$ cat src/hdl/clcd_pkg.sv
// Shared types and constants for the character LCD nibble write sequencer.
// Holds the sequencer phase encoding, register indexes and the power-on command table.
// No dependencies.
package clcd_pkg;

  // Number of power-on instruction bytes sent after the first long wait.
  localparam int unsigned INIT_STEPS = 6;

  localparam int unsigned CFG_IDX_W  = 2;
  localparam int unsigned CFG_DATA_W = 16;
  localparam int unsigned TDATA_W    = 16;

  // Configuration register indexes.
  localparam logic [CFG_IDX_W-1:0] CFG_PRE_WRITE = 2'd0;
  localparam logic [CFG_IDX_W-1:0] CFG_DATA_HOLD = 2'd1;
  localparam logic [CFG_IDX_W-1:0] CFG_LONG_WAIT = 2'd2;

  localparam logic [15:0] PRE_WRITE_RST = 16'd1000;
  localparam logic [7:0]  DATA_HOLD_RST = 8'd20;
  localparam logic [15:0] LONG_WAIT_RST = 16'd50000;

  localparam logic [15:0] POST_FUNC_SET = 16'd100;
  localparam logic [15:0] POST_SHORT    = 16'd50;

  typedef enum logic [8:0] {
    PH_PWAIT = 9'b000000001,
    PH_PRE   = 9'b000000010,
    PH_HL    = 9'b000000100,
    PH_HH    = 9'b000001000,
    PH_HG    = 9'b000010000,
    PH_LL    = 9'b000100000,
    PH_LH    = 9'b001000000,
    PH_POST  = 9'b010000000,
    PH_IDLE  = 9'b100000000
  } phase_t;

  // Power-on instruction bytes: function set three times, display on,
  // entry mode, then clear (repeated for any further steps).
  function automatic logic [7:0] init_cmd(input logic [2:0] step);
    logic [7:0] cmd;
    case (step)
      3'd0, 3'd1, 3'd2: cmd = 8'h28;
      3'd3:             cmd = 8'h0C;
      3'd4:             cmd = 8'h06;
      default:          cmd = 8'h01;
    endcase
    return cmd;
  endfunction

endpackage

$ cat src/hdl/char_lcd_nibble_write_sequencer.sv
// Character LCD write sequencer for a 4-bit write-only bus, top level.
// Each input transfer is one microsecond tick; each tick gives one pin-state result.
// Depends on clcd_pkg.
//
// Usage:
//   in_*  : one transfer per microsecond tick. in_tdata[0] marks a byte request,
//           in_tdata[8:1] is the byte, in_tuser[0] selects data (RS high) or
//           instruction. Requests on ticks that are not ready are dropped.
//   out_* : one transfer per tick with the RS, RW, E and D4..D7 levels for that
//           tick, plus the ready and accepted flags.
//   cfg_* : register writes (0 pre-write wait, 1 data hold, 2 long wait), taken
//           at once; cfg_ready is always high. Write only while the stream is idle.
// An input transfer reaches its result through the input register, then the result
// register. One tick is taken every cycle while the receiver takes results, set by
// the single sequencer update between the two registers.
// Reset (synchronous, rst_n low) clears both registers, loads the register
// defaults and restarts the power-on sequence. When the receiver stalls, the
// result register holds and the input register still takes one more tick if it is
// empty; after that in_tready drops until the result is taken.
module char_lcd_nibble_write_sequencer #(
  parameter int unsigned INIT_STEPS = clcd_pkg::INIT_STEPS
) (
  input  logic                                clk,
  input  logic                                rst_n,
  // Input ticks.
  input  logic                                in_tvalid,
  output logic                                in_tready,
  input  logic [clcd_pkg::TDATA_W-1:0]        in_tdata,  // req_valid, req_byte[7:0], zero fill
  input  logic                                in_tuser,  // req_is_data
  // Pin-state results.
  output logic                                out_tvalid,
  input  logic                                out_tready,
  output logic [clcd_pkg::TDATA_W-1:0]        out_tdata, // pin_rs, pin_rw, pin_enable,
                                                         // pin_nibble[3:0], ready_res,
                                                         // accepted, zero fill
  // Register writes.
  input  logic                                cfg_valid,
  output logic                                cfg_ready,
  input  logic [clcd_pkg::CFG_IDX_W-1:0]      cfg_index,
  input  logic [clcd_pkg::CFG_DATA_W-1:0]     cfg_data
);
  import clcd_pkg::*;

  // Configuration registers.
  logic [15:0] pre_wait_r;
  logic [7:0]  hold_r;
  logic [15:0] long_wait_r;

  // Input register.
  logic        in_v_r;
  logic        req_valid_r;
  logic        req_is_data_r;
  logic [7:0]  req_byte_r;

  // Sequencer state.
  phase_t      phase_r, phase_nxt;
  logic [15:0] wait_r, wait_nxt;
  logic [7:0]  held_byte_r, held_byte_nxt;
  logic        held_is_data_r, held_is_data_nxt;
  logic [2:0]  step_r, step_nxt;
  logic        init_done_r, init_done_nxt;
  logic        pin_rs_r, pin_rs_nxt;
  logic [3:0]  pin_nib_r, pin_nib_nxt;

  // Result register.
  logic                 out_v_r;
  logic [TDATA_W-1:0]   out_data_r, out_data_nxt;

  logic        advance;
  logic        pin_e;
  logic        rdy;
  logic        acc;

  // Intermediate terms of the tick update.
  logic [15:0] post_tgt;
  logic        pwait_done;
  logic        post_done;
  logic        post_last;
  logic        load;
  logic [2:0]  step_eff;
  logic [7:0]  byte_eff;
  logic        is_data_eff;
  logic [15:0] wait_eff;
  logic [15:0] wait_inc;
  logic [15:0] hold_tgt;
  phase_t      phase_eff;

  assign advance   = in_v_r && (!out_v_r || out_tready);
  assign in_tready = !in_v_r || advance;
  assign cfg_ready = 1'b1;
  assign out_tvalid = out_v_r;
  assign out_tdata  = out_data_r;

  always_comb begin
    if (step_r < 3'd3) begin
      post_tgt = POST_FUNC_SET;
    end else if (step_r < 3'd5) begin
      post_tgt = POST_SHORT;
    end else begin
      post_tgt = long_wait_r;
    end

    pwait_done = (phase_r == PH_PWAIT) && (wait_r >= long_wait_r);
    post_done  = (phase_r == PH_POST) && (wait_r >= post_tgt);
    post_last  = post_done &&
                 (({1'b0, step_r} + 4'd1) >= INIT_STEPS[3:0]);
    load       = pwait_done || (post_done && !post_last);
    step_eff   = (post_done && !post_last) ? (step_r + 3'd1) : step_r;
    byte_eff    = load ? init_cmd(step_eff) : held_byte_r;
    is_data_eff = load ? 1'b0 : held_is_data_r;
    wait_eff    = (load || post_last) ? 16'd0 : wait_r;
    wait_inc    = wait_eff + 16'd1;
    hold_tgt    = (is_data_eff && (hold_r > 8'd1)) ? {8'd0, hold_r} : 16'd1;

    // A finished wait falls straight into the step after it within the same tick.
    if (load) begin
      phase_eff = (pre_wait_r == 16'd0) ? PH_HL : PH_PRE;
    end else if ((phase_r == PH_PRE) && (wait_r >= pre_wait_r)) begin
      phase_eff = PH_HL;
    end else if (post_last) begin
      phase_eff = PH_IDLE;
    end else begin
      phase_eff = phase_r;
    end

    phase_nxt        = phase_eff;
    wait_nxt         = wait_eff;
    held_byte_nxt    = byte_eff;
    held_is_data_nxt = is_data_eff;
    step_nxt         = step_eff;
    init_done_nxt    = init_done_r || post_last;
    pin_rs_nxt       = pin_rs_r;
    pin_nib_nxt      = pin_nib_r;
    pin_e            = 1'b0;
    rdy              = 1'b0;
    acc              = 1'b0;

    case (phase_eff)
      PH_PWAIT, PH_PRE, PH_POST: begin
        wait_nxt = wait_inc;
      end
      PH_HL: begin
        pin_nib_nxt = byte_eff[7:4];
        pin_rs_nxt  = is_data_eff;
        phase_nxt   = PH_HH;
      end
      PH_HH: begin
        pin_e     = 1'b1;
        phase_nxt = PH_HG;
      end
      PH_HG: begin
        phase_nxt = PH_LL;
      end
      PH_LL: begin
        pin_nib_nxt = byte_eff[3:0];
        phase_nxt   = PH_LH;
        wait_nxt    = 16'd0;
      end
      PH_LH: begin
        pin_e = 1'b1;
        if (wait_inc >= hold_tgt) begin
          wait_nxt  = 16'd0;
          phase_nxt = init_done_r ? PH_IDLE : PH_POST;
        end else begin
          wait_nxt = wait_inc;
        end
      end
      default: begin
        rdy = 1'b1;
        if (req_valid_r) begin
          acc              = 1'b1;
          held_byte_nxt    = req_byte_r;
          held_is_data_nxt = req_is_data_r;
          phase_nxt        = PH_PRE;
          wait_nxt         = 16'd0;
        end
      end
    endcase

    out_data_nxt = {{(TDATA_W-9){1'b0}}, acc, rdy, pin_nib_nxt, pin_e, 1'b0, pin_rs_nxt};
  end

  always_ff @(posedge clk) begin
    if (!rst_n) begin
      pre_wait_r  <= PRE_WRITE_RST;
      hold_r      <= DATA_HOLD_RST;
      long_wait_r <= LONG_WAIT_RST;
    end else if (cfg_valid && cfg_ready) begin
      case (cfg_index)
        CFG_PRE_WRITE: pre_wait_r  <= cfg_data;
        CFG_DATA_HOLD: hold_r      <= cfg_data[7:0];
        CFG_LONG_WAIT: long_wait_r <= cfg_data;
        default: ;
      endcase
    end
  end

  // Input register takes a tick whenever it is empty or drains this cycle.
  always_ff @(posedge clk) begin
    if (!rst_n) begin
      in_v_r <= 1'b0;
    end else if (in_tready) begin
      in_v_r <= in_tvalid;
    end
  end

  always_ff @(posedge clk) begin
    if (in_tready && in_tvalid) begin
      req_valid_r   <= in_tdata[0];
      req_byte_r    <= in_tdata[8:1];
      req_is_data_r <= in_tuser;
    end
  end

  always_ff @(posedge clk) begin
    if (!rst_n) begin
      phase_r        <= PH_PWAIT;
      wait_r         <= 16'd0;
      held_byte_r    <= 8'd0;
      held_is_data_r <= 1'b0;
      step_r         <= 3'd0;
      init_done_r    <= 1'b0;
      pin_rs_r       <= 1'b0;
      pin_nib_r      <= 4'd0;
    end else if (advance) begin
      phase_r        <= phase_nxt;
      wait_r         <= wait_nxt;
      held_byte_r    <= held_byte_nxt;
      held_is_data_r <= held_is_data_nxt;
      step_r         <= step_nxt;
      init_done_r    <= init_done_nxt;
      pin_rs_r       <= pin_rs_nxt;
      pin_nib_r      <= pin_nib_nxt;
    end
  end

  always_ff @(posedge clk) begin
    if (!rst_n) begin
      out_v_r <= 1'b0;
    end else if (advance) begin
      out_v_r <= 1'b1;
    end else if (out_tready) begin
      out_v_r <= 1'b0;
    end
  end

  always_ff @(posedge clk) begin
    if (advance) begin
      out_data_r <= out_data_nxt;
    end
  end

  // The idle phase is reachable only once the power-on sequence has finished.
  a_idle_after_init: assert property (@(posedge clk) disable iff (!rst_n)
    (phase_r == PH_IDLE) |-> init_done_r)
    else $error("idle phase reached before power-on sequence finished");

  // With both registers full and the receiver stalled, no tick may be taken.
  a_stall_blocks_input: assert property (@(posedge clk) disable iff (!rst_n)
    (in_v_r && out_v_r && !out_tready) |-> !in_tready)
    else $error("input taken while both stages are blocked");

  // A taken request starts the pre-write wait on the following tick.
  a_accept_starts_write: assert property (@(posedge clk) disable iff (!rst_n)
    (advance && acc) |=> (phase_r == PH_PRE))
    else $error("accepted request did not start the pre-write wait");

  // The strobe is never high on a tick that reports ready.
  a_no_strobe_when_ready: assert property (@(posedge clk) disable iff (!rst_n)
    (advance && rdy) |=> !out_data_r[2])
    else $error("enable high on an idle tick");

endmodule

$ cat config.mk
export PLATFORM = sky130hd
export DESIGN_NAME = char_lcd_nibble_write_sequencer
export DESIGN_NICKNAME = d
export VERILOG_FILES = /design/src/hdl/clcd_pkg.sv /design/src/hdl/char_lcd_nibble_write_sequencer.sv
export SDC_FILE = /design/constraint.sdc
export NUM_CORES = 1
export LEC_CHECK = 0
export BUFFER_PORTS_ARGS = -buffer_cell sky130_fd_sc_hd__buf_2
export CORE_ASPECT_RATIO = 0.8
export CORE_MARGIN = 2
export CORE_UTILIZATION = 35
export DETAILED_ROUTE_END_ITERATION = 10
export MAX_ROUTING_LAYER = met4
export PLACE_DENSITY = 0.62
export SLEW_MARGIN = 30
export SYNTH_ARGS = -nofsm -noshare
export SYNTH_HDL_FRONTEND = slang
export SYNTH_SLANG_ARGS = --single-unit
$ cat constraint.sdc
create_clock -name clk -period 6.62 [get_ports clk]
set_clock_uncertainty 0.1 [all_clocks]
set_input_delay 0.993 -clock clk [delete_from_list [all_inputs] [get_ports clk]]
set_output_delay 0.993 -clock clk [all_outputs]
set_load 0.01 [all_outputs]
==> run summary, run 1 <==
First-pass GRT wire length = 26,200 µm
Clock Tree Buf Depth = 2
Synthesis warning total = 0
Post-DR wirelength/cell = 15.3 µm
Post-Synthesis Cells = 771
CP required = 6800 ps
Clk root buf = clkbuf_16
Async set-reset flop share out of synthesis = 0%
Routed vias = 5,508
Sequential fraction of the synthesis area = 34.8%
Share of cells above drive strength 1 = 11.6%
CTS tree = done
Final setup violation count = 0
Period utilization = 89.2%
Post-cts resize count = 0
Number of DRC markers in iteration 0 = 454
Most common cell after layout, fill and taps aside = nand2_1
Hold WC Path Type = reg -> reg
Antenna-violating nets left = 0
Launch point of the worst path = step_r[2]$_SDFFE_PN0P_
Post-synth EDFFs = 18
Slew margin rel. = 41.4%
Slowest CP cell = dfxtp_1
P&R area growth vs syn = 11.3%
Reg-to-Reg Start = step_r[2]$_SDFFE_PN0P_
Die Ht = 125 µm
CP delay by family, top = compound AO/OA/AOI/OAI gates
Most frequent cells in the layout = nand2_1 (122), dfxtp_1 (85), ha_1 (59)
CTS Buf Count = 9
Worst-skew pair later-pin latency = 360 ps
Largest net degree at the start of global routing = 86
Synthesis-stage register bit count = 103
Setup TNS = 0 ps
Fmax = 0.169 GHz
Ant diodes = 0
Max Fanout on Critical Path = 11
Crit path kind = reg -> reg
Hpwl dp = 11,900 µm
Net Sw Power = 0.397 mW
Gr usage total = 17.4%
# Max-Cap Violations = 0
Startpoint types = register
DP Worst Slack = 813 ps
Post-CTS setup buffers = 0
Fin nets = 906
# port buffers = 42
Final hold vios = 0
Slew of the pin with the lowest slew margin = 879 ps
I/O pins = 59
Vias in the first global route = 5,031
R2R setup slack = 720 ps
Switching fraction of total power = 28.3%
H-tree depth = 3
Max-slew violations = 0
Vias/cell = 5.29
Starting Density = 35.6%
Total power = 1.40 mW
Power share of the combinational group = 12.8%
Die area = 0.0195 mm²
Critical path buffers and inverters = 3
Die Span X = 156 µm
Most used flip-flop cell after synthesis = dfxtp_1
Power Dens Cells = 196 mW/mm²
DRC violation count after routing = 0
Multi-input logic area = 0.00384 mm²
Yosys cell types = 69
First-pass DRT Iterations = 5
Worst-path clk slew = 80 ps
GP Congestion = 0.869
Max IR drop VDD = 0.000143 V
Internal power = 1.01 mW
Mapped Area = 0.00644 mm²
Reg power frac = 48.8%
Clk pwr share = 38.3%
Worst Slack Setup Final = 717 ps
CP max stage delay = 530 ps
Leak = 3.03 nW
Final wirelength = 16,000 µm
CTS Hold Buffers Added = 0
Worst Setup End Kind = register
Storage element area = 0.00224 mm²
Clock Sink Count = 103
Min-Delay Startpoint = pin_nib_r[3]$_SDFFE_PN0P_
Total grt overflow = 0
Core Util, Final = 39.6%
FILL cells = 1,829
Initial antenna violation count = 0
Synthesized area per cell = 8.35 µm²
Status = finished, final reports clean
WP data arrival = 6090 ps
Final min period = 5900 ps
RSZ-0062 raised after global routing = no
Core area = 0.0181 mm²
Row count = 44
[synth_stat cells, types with 3 or more instances]
cell       count  share of area (%)
nor4_1         9               0.87
nand2b_1       4               0.39
edfxtp_1      18                8.4
a21o_1        10                1.2
and3_1         9               0.87
o31ai_1        5               0.58
a21oi_1       32                2.5
and4_1         4               0.54
a31o_2         3               0.41
and2_1         8               0.78
a22o_1         7               0.95
nand2_1      122                7.1
nor2_1        51                3.0
nor3_1        13                1.0
a31oi_1       11                1.1
dfxtp_1       85                 26
buf_6          5               0.87
or2_1          3               0.29
clkbuf_1      25                1.5
o21a_1         4               0.47
mux2i_1       10                1.6
nor2b_1       12                1.2
xnor2_1        5               0.68
o211ai_1      19                2.2
inv_1         46                2.7
nand4_1       20                1.9
buf_4          9                1.0
a211o_1        3               0.41
ha_1          59                 11
nand3b_1       4               0.47
a2111oi_0      4               0.54
nand3_1       27                2.1
a221o_1        3               0.47
a21boi_0      22                2.6
or3_1          3               0.29
a211oi_1       6               0.70
xor2_1         5               0.68
o21ai_0       39                3.0
o22ai_1        5               0.49
[area by class of cell]
cell class / count / area share (%)
clock buffers: 9 / 3.14
flip-flops and latches: 103 / 31.3
multi-input cells: 590 / 53.6
inverters: 46 / 2.41
repair buffers: 57 / 4.50
well taps: 230 / 4.01
clock inverters: 7 / 1.08
[registers in the layout, summed over array words and instances (netlist names), 3 cells and up]
| name | count |
|---|---|
| pin_nib_r | 4 |
| pre_wait_r | 16 |
| wait_r | 16 |
| held_byte_r | 8 |
| long_wait_r | 16 |
| hold_r | 8 |
| phase_r | 9 |
| out_tdata | 8 |
| req_byte_r | 8 |
| step_r | 3 |
[tightest hold or removal path: stages, from the launching register on]
cell and delay, ps:
dfxtp_1 310, nand2_1 50, o22ai_1 50
[power groups by stage]
stage               clock (mW)  combinational, mW  sequential, mW
floorplan                    0              0.130           0.688
global placement             0              0.177           0.699
detailed placement           0              0.180           0.699
CTS                      0.549              0.180           0.684
global route             0.579              0.203           0.688
finish                   0.537              0.180           0.685
[stage by stage]
stage | hold WS (ps) | cells | instance area, µm²
floorplan | 336 | 778 | 6470
global placement | 343 | 1025 | 6860
detailed placement | 349 | 1025 | 6860
CTS | 359 | 1041 | 7160
global route | 394 | 1042 | 7170
finish | 358 | 1042 | 7170
[worst paths after layout]
check / cells after the start / end
worst max-delay path: 26 / wait_r[9]$_SDFFE_PN0P_
worst max register to register: 26 / wait_r[9]$_SDFFE_PN0P_
worst min-delay path: 2 / pin_nib_r[3]$_SDFFE_PN0P_
worst min register to register: 2 / pin_nib_r[3]$_SDFFE_PN0P_
[metal layers]
metal	share of wire (%)	global-route usage [%]	wire length, µm
met5	0	-	0
met4	1.1	4.64	180
met3	3.6	2.63	571
met2	43	25.1	6890
met1	52	25.1	8330
[kinds of logic after synthesis]
kind of cell | Yosys count | share of synthesized area (%)
and+or+nand+nor | 304 | 23.0
buffers and inverters | 85 | 6.06
other | 2 | 0.117
muxes | 11 | 1.73
AOI/OAI and AO/OA | 197 | 21.4
DFF | 103 | 34.8
xor gates and xnor gates | 10 | 1.36
adders and majority gates | 59 | 11.5
Power figures use the tool's default switching activity.
==> run 2, diff against run 1 <==
--- a/config.mk
+++ b/config.mk
@@ -8,10 +8,10 @@
 export BUFFER_PORTS_ARGS = -buffer_cell sky130_fd_sc_hd__buf_2
 export CORE_ASPECT_RATIO = 0.8
 export CORE_MARGIN = 2
-export CORE_UTILIZATION = 35
+export CORE_UTILIZATION = 40
 export DETAILED_ROUTE_END_ITERATION = 10
 export MAX_ROUTING_LAYER = met4
-export PLACE_DENSITY = 0.62
+export PLACE_DENSITY = 0.67
 export SLEW_MARGIN = 30
 export SYNTH_ARGS = -nofsm -noshare
 export SYNTH_HDL_FRONTEND = slang
==> run summary, run 2 (synthesis gave the netlist of run 1 again) <==
Critical path buffers and inverters = 3 (unchanged)
Clk root buf = clkbuf_16
RSZ-0062 raised after global routing = no
Core area = 0.0157 mm² (-13%)
Slew of the pin with the lowest slew margin = 969 ps (+90.7 ps)
Die Ht = 118 µm (-6.3%)
Final min period = 5950 ps (+42.2 ps)
FILL cells = 1,603 (-12%)
CTS Hold Buffers Added = 0 (unchanged)
Final setup violation count = 0 (unchanged)
Max Fanout on Critical Path = 11 (unchanged)
Clock Tree Buf Depth = 2 (unchanged)
Status = finished, final reports clean
Total grt overflow = 0 (unchanged)
P&R area growth vs syn = 10.9%
I/O pins = 59 (unchanged)
Period utilization = 89.8% (+0.64 points)
Worst-path clk slew = 80 ps (about the same)
Setup TNS = 0 ps (unchanged)
Biggest regs = long_wait_r x16, pre_wait_r x16, wait_r x16
Final hold vios = 0 (unchanged)
Vias in the first global route = 5,050 (+0.38%)
Hpwl dp = 11,500 µm (-3.2%)
Starting Density = 40.9% (+5.3 points)
CTS Buf Count = 9 (unchanged)
CP required = 6810 ps (about the same)
Row count = 41 (-6.8%)
Most common cell after layout, fill and taps aside = nand2_1
Post-DR wirelength/cell = 15.2 µm (-0.61%)
H-tree depth = 3 (unchanged)
DRC violation count after routing = 0 (unchanged)
Initial antenna violation count = 0 (unchanged)
# Max-Cap Violations = 0 (unchanged)
Post-cts resize count = 0 (unchanged)
Startpoint types = register
Fin nets = 903 (-0.33%)
Worst Setup End Kind = register
First-pass GRT wire length = 25,800 µm (-1.7%)
Die area = 0.0171 mm² (-12%)
Vias/cell = 5.40 (+2.1%)
Fmax = 0.168 GHz (-0.71%)
Leak = 3.02 nW (-0.18%)
Post-CTS setup buffers = 0 (unchanged)
Worst-skew pair later-pin latency = 360 ps (about the same)
CP max stage delay = 530 ps (about the same)
Largest net degree at the start of global routing = 86 (unchanged)
GP Congestion = 0.880 (+1.3%)
Total power = 1.43 mW (+2.3%)
CTS tree = done
Power Dens Cells = 201 mW/mm² (+2.7%)
Max-slew violations = 0 (unchanged)
CP delay by family, top = compound AO/OA/AOI/OAI gates
Share of cells above drive strength 1 = 11.2% (-0.33 points)
First-pass DRT Iterations = 5 (unchanged)
Core Util, Final = 45.4% (+5.8 points)
Crit path kind = reg -> reg
Routed vias = 5,526 (+0.33%)
Final std cells w/o fill = 1,024 (-1.7%)
Most frequent cells in the layout = nand2_1 (122), dfxtp_1 (85), ha_1 (59)
# port buffers = 42 (unchanged)
Die Span X = 146 µm (-6.3%)
Final wirelength = 15,600 µm (-2.3%)
WP data arrival = 6130 ps (+40 ps)
Gr usage total = 18.9% (+1.6 points)
Hold WC Path Type = reg -> reg
Dpl cells = 1,008 (-1.7%)
Clock Sink Count = 103 (unchanged)
Number of DRC markers in iteration 0 = 448 (-1.3%)
Ant diodes = 0 (unchanged)
Slew margin rel. = 34.9% (-6.5 points)
Max IR drop VDD = 0.000137 V (-4.1%)
Antenna-violating nets left = 0 (unchanged)
Slowest CP cell = dfxtp_1
-- run 2: cell count changes in the layout (fill, tap and decap cells not counted), sizes merged --
cell and change:
clkinv -3, bufinv +1, buf -3, inv +2
-- run 2: cell type report --
| class | count | area (µm²) | area share [%] |
|---|---|---|---|
| Tap cell | 215 | 269 | 3.77 |
| Clock inverter | 7 | 93.8 | 1.31 |
| Clock buffer | 9 | 225 | 3.15 |
| Multi-Input combinational cell | 590 | 3840 | 53.8 |
| Inverter | 46 | 173 | 2.42 |
| Timing Repair Buffer | 54 | 300 | 4.20 |
| Sequential cell | 103 | 2240 | 31.4 |
-- run 2: tightest hold or removal path, stage by stage, from the launching register on --
cell and delay (ps):
dfxtp_1 310, nand2_1 50, o22ai_1 50
-- run 2: path summary, 6_finish.rpt --
kind,from,end,slack [ps],depth (start not counted)
worst max register to register,step_r[2]$_SDFFE_PN0P_,wait_r[9]$_SDFFE_PN0P_,670,26
worst min register to register,pin_nib_r[0]$_SDFFE_PN0P_,pin_nib_r[0]$_SDFFE_PN0P_,360,2
worst max-delay path,step_r[2]$_SDFFE_PN0P_,wait_r[9]$_SDFFE_PN0P_,670,26
worst min-delay path,pin_nib_r[0]$_SDFFE_PN0P_,pin_nib_r[0]$_SDFFE_PN0P_,360,2
-- run 2: where the power goes --
part	switching [mW]	internal (mW)
registers	0.0230	0.662
logic	0.103	0.0753
clock network	0.267	0.305
-- run 2: layer usage --
| layer | track usage (%) | part of all wire [%] |
|---|---|---|
| met5 | - | 0 |
| met4 | 5.21 | 1.4 |
| met2 | 27.8 | 43 |
| met1 | 27.1 | 51 |
| met3 | 2.79 | 4.6 |
-- run 2: stage by stage --
stage | cell area, µm² | setup slack, ps | hold WS, ps
3_5_place_dp | 6820 | 803 | 355
3_3_place_gp | 6820 | 840 | 344
4_1_cts | 7140 | 767 | 366
6_report | 7140 | 675 | 364
5_1_grt | 7140 | 262 | 395
2_1_floorplan | 6470 | 1320 | 336
